==> config.mk <==
export PLATFORM = sky130hd
export DESIGN_NAME = edc_fifo
export DESIGN_NICKNAME = d
export VERILOG_FILES = /design/src/rtl/edc_pkg.sv /design/src/rtl/edc_fifo.sv
export SDC_FILE = /design/constraint.sdc
export NUM_CORES = 2
export LEC_CHECK = 0
export BUFFER_PORTS_ARGS = -buffer_cell sky130_fd_sc_hd__buf_2
export CAP_MARGIN = 5
export CORE_MARGIN = 2
export CORE_UTILIZATION = 35
export CTS_BUF_LIST = sky130_fd_sc_hd__clkbuf_4 sky130_fd_sc_hd__clkbuf_8 sky130_fd_sc_hd__clkbuf_16
export CTS_CLUSTER_DIAMETER = 120
export DETAILED_ROUTE_END_ITERATION = 6
export GPL_TIMING_DRIVEN = 1
export PLACE_DENSITY = 0.62
export SLEW_MARGIN = 10
export SYNTH_ARGS = -nofsm -noshare
export SYNTH_HDL_FRONTEND = slang
export SYNTH_SLANG_ARGS = --single-unit
==> constraint.sdc <==
create_clock -name clk -period 74.5 [get_ports clk]
set_input_delay 7.45 -clock clk [delete_from_list [all_inputs] [get_ports clk]]
set_output_delay 7.45 -clock clk [all_outputs]
set_load 0.1 [all_outputs]
==> src/rtl/edc_pkg.sv <==
`timescale 1ns / 1ps
`default_nettype none
package edc_pkg;

	// quotient bits: |delta| stays below 2^34, two spare bits
	localparam int QW = 36;
	// numerator 4*P + den, divisor 2*den
	localparam int NW = 131;
	localparam int DW = 98;
	localparam int WW = DW + QW;

	localparam int FIFO_DEPTH = 8;
	localparam int PTR_W = $clog2(FIFO_DEPTH);
	localparam int CNT_W = $clog2(FIFO_DEPTH + 1);

	typedef struct packed {
		logic              hit;
		logic              go;
		logic              dxn;
		logic              dyn;
		logic              vxn;
		logic              vyn;
		logic [31:0]       dxm;
		logic [31:0]       dym;
		logic [31:0]       vxm;
		logic [31:0]       vym;
		logic [64:0]       dd;
		logic [31:0]       msum;
		logic [30:0]       ma;
		logic [30:0]       mb;
		logic signed [31:0] avx;
		logic signed [31:0] avy;
		logic signed [31:0] bvx;
		logic signed [31:0] bvy;
	} item_t;

	typedef struct packed {
		logic             empty;
		logic [CNT_W-1:0] count;
	} fifo_stat_t;

	typedef struct packed {
		logic              hit;
		logic              apply;
		logic              vneg;
		logic              dxn;
		logic              dyn;
		logic signed [31:0] avx;
		logic signed [31:0] avy;
		logic signed [31:0] bvx;
		logic signed [31:0] bvy;
	} side_t;

	typedef struct packed {
		logic [63:0] ll;
		logic [62:0] lh;
		logic [64:0] hl;
		logic [63:0] hh;
	} pp_t;

	function automatic logic [31:0] abs33(input logic signed [32:0] v);
		logic [32:0] t;
		t = v[32] ? 33'(-v) : 33'(v);
		return t[31:0];
	endfunction

	function automatic logic [127:0] psum(input pp_t p);
		return {64'b0, p.ll} + ({65'b0, p.lh} << 32) + ({63'b0, p.hl} << 32)
			+ ({64'b0, p.hh} << 64);
	endfunction

	function automatic logic signed [31:0] sat32(input logic signed [37:0] v);
		logic signed [37:0] smax;
		logic signed [37:0] smin;
		smax = 38'sh007fffffff;
		smin = 38'sh3f80000000;
		if (v > smax) return 32'sh7fffffff;
		else if (v < smin) return 32'sh80000000;
		else return v[31:0];
	endfunction

endpackage
`default_nettype wire

==> src/rtl/edc_fifo.sv <==
`timescale 1ns / 1ps
`default_nettype none
module edc_fifo import edc_pkg::*; (
	input  wire logic  clk,
	input  wire logic  arst_n,
	input  wire logic  push,
	input  wire item_t wr_item,
	input  wire logic  pop,
	output item_t      rd_item,
	output fifo_stat_t stat
);

	item_t            mem [FIFO_DEPTH];
	logic [PTR_W-1:0] wr_ptr_q, rd_ptr_q;
	logic [CNT_W-1:0] count_q;

	always_ff @(posedge clk) begin
		if (push) begin
			mem[wr_ptr_q] <= wr_item;
		end
	end

	always_ff @(posedge clk or negedge arst_n) begin
		if (!arst_n) begin
			wr_ptr_q <= '0;
			rd_ptr_q <= '0;
			count_q  <= '0;
		end else begin
			if (push) wr_ptr_q <= wr_ptr_q + 1'b1;
			if (pop) rd_ptr_q <= rd_ptr_q + 1'b1;
			unique case ({push, pop})
				2'b10:   count_q <= count_q + 1'b1;
				2'b01:   count_q <= count_q - 1'b1;
				default: count_q <= count_q;
			endcase
		end
	end

	assign rd_item    = mem[rd_ptr_q];
	assign stat.empty = (count_q == '0);
	assign stat.count = count_q;

endmodule
`default_nettype wire

# --- Word level (Yosys, flattened, before mapping) ---
# Memories as Yosys holds them, arrays and structs flattened.
# Index checks and enable logic that the tools add are counted.
totals:
  ff_bits: 10
  ramBits: 3368
  out_inout_bits: 426
  n_memories: 1
memory_table:
  columns: ["memory", "words", "width", "read_ports", "rd_ports_with_merged_regs", "write_ports", "line_no", "source"]
  rows:
  - ["mem", 8, 421, 1, 0, 1, "edc_fifo.sv:13", "item_t mem [FIFO_DEPTH];"]
classes:
  n_addsub: 4
  n_eq_ne: 2
  n_mux: 3
  n_reduce_logical: 2
ops:
  columns: ["cell", "count"]
  rows:
  - ["4-bit one-hot mux with 2 select lines", 1]
  - ["3-bit by 1-bit adder with 3-bit output, second input constant", 2]
  - ["4-bit by 1-bit adder with 4-bit output, second input constant", 1]
  - ["4-bit logical NOT", 1]
  - ["4-bit by 1-bit subtractor with 4-bit output, second input constant", 1]
  - ["2-bit by 1-bit equality test with 1-bit output, second input constant", 1]
  - ["2-bit equality test, second input constant", 1]
  - ["1-bit 2-to-1 mux", 2]
  - ["2-bit nonzero test", 1]

# --- Logic depth before layout (Yosys ltp) ---
logic_depth:
  ltp_word: 2
  mapped_depth: 8
  ltp_nobuf: 8

# --- Worst setup path before layout ---
# No wires, ideal clock.
synth_path:
  path_kind: "input to register"
  from: "input push"
  to: "memory mem[0][0] (netlist name) (enable)"
  setup_time_ns: 1.720
  arrival_time_ns: 35.818
  required_ns: 72.780
  slack_ns: 36.962
  stages: 2
  path_cell_list: "nand2b_1 > nor3_1"
synth_via:
  elab_chain_len: 2
synth_lines:
  columns: ["item", "line_no", "source"]
  rows:
  - ["start: declaration", "edc_fifo.sv:6", "input wire logic push,"]
  - ["1-bit 2-to-1 mux", "edc_fifo.sv:18", "if (push) begin"]
  - ["1-bit 2-to-1 mux (not written as such)", "edc_fifo.sv:19", "mem[wr_ptr_q] <= wr_item;"]
  - ["end: declaration", "edc_fifo.sv:13", null]
# No other way between the ends.

==> key figures <==
Setup path
  – Count of buffer and inverter cells on the critical path: 6
  – Critical path start-end classification: register to output pin
  – Dominant delay contributor by cell family on the critical path: buffers and inverters
  – Endpoint kind of the worst setup timing path: output pin
  – Register-to-Register Setup Slack: 69150 ps
  – Slowest cell on the critical path: sky130_fd_sc_hd__buf_4
  – Critical path endpoint: rd_item[239]
  – Endpoint of the most critical register-to-register path: mem[5][196]
  – Maximum cell stage delay along the critical path: 1000 ps
  – Arrival time at the worst endpoint: around 7300 ps
  – Startpoint of the worst register-to-register path: wr_ptr_q[1]
  – Stages on the worst setup path: 8
  – Cells traversed along the worst timing path: buf_4 -> buf_12 -> buf_4 -> buf_4 -> buf_4 -> mux4_2 -> mux2_2 -> buf_2
  – Maximum fanout count along the critical path: ~140
  – Most used cell along the critical path: sky130_fd_sc_hd__buf_4
  – Worst-case reg-to-reg path depth: 7
  – Required time at the worst-slack endpoint: between 60000 and 70000 ps
  – Nature of the critical path startpoint: register
  – Origin of the worst setup path: rd_ptr_q[1]

Placed design
  – Final estimated routing congestion in global placement: 0.7541
  – IO buf count: between 800 and 900
  – Detailed-placement wirelength estimate: roughly 170 mm

Drt
  – Number of vias per cell after detailed routing: approximately 5.0
  – Total DRC errors in the routed layout: 3
  – Drt initial violations: between 4k and 5k
  – Sum of routed wire length over all layers: about 280 mm
  – Antenna Nets Post-Route: 0
  – Via count of the routed design: ~56k
  – Drt first pass iters: 7
  – Routed length per instance: about 26 um

Clock tree
  – # resized after CTS: 0
  – Buffer cell driving the clock tree root: sky130_fd_sc_hd__clkbuf_16
  – CTS Hold Bufs: 0
  – Maximum clock insertion buffer count: 4
  – Worst-path clk slew: roughly 60 ps
  – Clock latency on the worst-skew pair: 900 ps
  – Total clock buffers created by CTS: roughly 350
  – H-tree level count: 5
  – Clock tree sinks: about 3.4k
  – Setup Buffers After CTS: 0
  – TritonCTS clock tree: built

STA
  – Final number of max-transition violations: 0
  – Highest clock rate: 67.70 MHz
  – Worst rel slew slack: 0.1717
  – Pin slew with the least headroom to its limit: 1242 ps
  – Post-Route Setup TNS: 0 ps
  – Fin crit period: about 15000 ps
  – Hold Fails Final Rpt: 0
  – Setup violators final: 0
  – RSZ-0062 raised after global routing: no
  – Setup skew after layout: 42.96 ps
  – Final clock period utilization by the worst path: 0.1983

Synth
  – Arithmetic-cell share of the synthesized area counting full adders, half adders and majority gates: 0.0004941
  – Gate Count Post-Synth: about 4.9k
  – Synth top area cells: sky130_fd_sc_hd__edfxtp_1 80%, sky130_fd_sc_hd__mux4_2 15%, sky130_fd_sc_hd__mux2_2 3.8%, sky130_fd_sc_hd__clkbuf_1 0.34%, sky130_fd_sc_hd__buf_2 0.32%
  – Share of the synthesized area in the top cell type: 0.7988
  – Area fraction in and, or, nand and nor cells after synthesis: 0.0008004
  – #FFs+latches synth: 3378
  – Portion of netlist area occupied by mux cells: 0.1875
  – Cell type with the highest aggregate area in the netlist: sky130_fd_sc_hd__edfxtp_1
  – Number of unique standard cell types used by synthesis: 23
  – Sequential fraction of the synthesis area: 0.8007
  – Synth Area in Compound Gates: 0.0001976
  – Dominant combinational cell family by area after synthesis: multiplexers
  – Number of enable-type register cells in the synthesized netlist: about 3.4k
  – Cell area after technology mapping: 126600 um^2
  – Mean instance size in the synthesized netlist: ~26 um^2
  – Net count of the mapped netlist: around 5.3k
  – Top-count cell post-synth: sky130_fd_sc_hd__edfxtp_1
  – Post-synthesis share of cell area spent on xor and xnor gates: 0.0006226
  – Syn. warnings: 0
  – Post-synth top flop: sky130_fd_sc_hd__edfxtp_1
  – Commonest cells post-synth: 3368 x sky130_fd_sc_hd__edfxtp_1, 842 x sky130_fd_sc_hd__mux4_2, 424 x sky130_fd_sc_hd__mux2_2
  – Fraction of synthesis flops using an asynchronous set or reset pin: 0.002960

Layout
  – Net count reported at finish: around 6.4k
  – Combined flip-flop and latch cell area: slightly above 100000 um^2
  – Layout area overhead: 17.10%
  – Number of filler cells placed in the layout: between 30k and 40k
  – Multi-input logic area: 24060 um^2
  – Proportion of layout cells with a drive suffix above 1: 0.4463

Status
  – Outcome: complete, but fails checks
  – Violated checks: DRC

Die
  – I/O pin count: about 850
  – Chip width: between 600 and 700 um
  – Starting utilization of the core area: 0.3522
  – Floorplan core area: 359500 um^2
  – Overall die height: around 610 um
  – Number of placement rows: between 200 and 250
  – Total die area: around 370000 um^2

Min path
  – Hold WC Path Type: register to register

Global route
  – Overflow left after global routing: 0
  – First-pass GRT wire length: between 400 and 500 mm
  – Antenna violations before repair: approximately 160
  – Number of global-route vias before repair: 58.64k
  – GRT Util Overall: 0.1507
  – Pin count of the biggest net entering global routing: about 140

Run
  – Maximum capacitance violations: 0
==> cell families (layout without fill, tap and decap cells) <==
logic type | Yosys count | after routing
mux | 1266 | 1266
fa+ha+maj | 5 | 5
buf+inv | 236 | 1597
other cells | 0 | 62
xor+xnor | 9 | 9
flops | 3378 | 3378
compound gates | 4 | 4
simple gates | 21 | 21
==> cell type report <==
type                       instances  area share
timing repair buffer             958     0.03543
multi-input combinational       1305      0.1623
inverter                           1  0.00002532
sequential                      3378      0.6839
antenna                           62    0.001046
tap                             4773     0.04028
clock inverter                   195     0.01272
clock buffer                     443     0.06431
==> cells in the final DEF, fill, tap and decap left out, drive strengths merged <==
cell type,n
o32ai,1
bufinv,20
clkbuf,443
nor3,2
a31oi,1
nor4,1
dfrtp,10
inv,17
nand2b,3
clkinv,148
ha,5
diode,62
xnor2,3
mux2,424
a21oi,2
nor2,7
mux4,842
nor2b,3
nand2,4
edfxtp,3368
clkinvlp,11
xor2,6
or3,1
buf,958
==> state kept, by name (all words and copies together) (netlist names) <==
name,flops
count_q,4
rd_ptr_q,3
wr_ptr_q,3
mem,3368
==> per-stage QoR <==
step / hold slack, ps / setup WS, ps / area [um^2] / std cells / util
2_1_floorplan: 478.6 / 36960 / 126600 / 4919 / -
3_3_place_gp: 493.8 / 60650 / 136700 / 10420 / 0.3802
3_5_place_dp: 494.7 / 60600 / 136700 / 10420 / 0.3802
4_1_cts: 506.9 / 59560 / 148100 / 11050 / 0.4120
5_1_grt: 528.8 / 59200 / 148200 / 11080 / 0.4122
6_report: 514.2 / 59730 / 148300 / 11120 / 0.4124
==> routing by layer <==
| metal | global-route usage | wire length (um) | vias up |
|---|---|---|---|
| met5 | 0 | 563 | - |
| met4 | 0.04695 | 8508 | 94 |
| met3 | 0.04450 | 21290 | 618 |
| met2 | 0.2560 | 143600 | 1651 |
| met1 | 0.1849 | 109700 | 30130 |
| li1 | - | - | 23570 |
==> worst min-delay path by stage <==
stage                      from     endpoint  slack (ps)  cells after the start
global placement     count_q[3]   count_q[3]         490                      1
detailed placement   count_q[3]   count_q[3]         490                      1
finish               count_q[3]   count_q[3]         510                      1
floorplan           wr_ptr_q[0]  wr_ptr_q[0]         480                      1
global route         count_q[3]   count_q[3]         530                      1
CTS                  count_q[3]   count_q[3]         510                      1
Power is not shown: default switching activity piles up to over one toggle a cycle in this logic, so the estimate is an artifact.
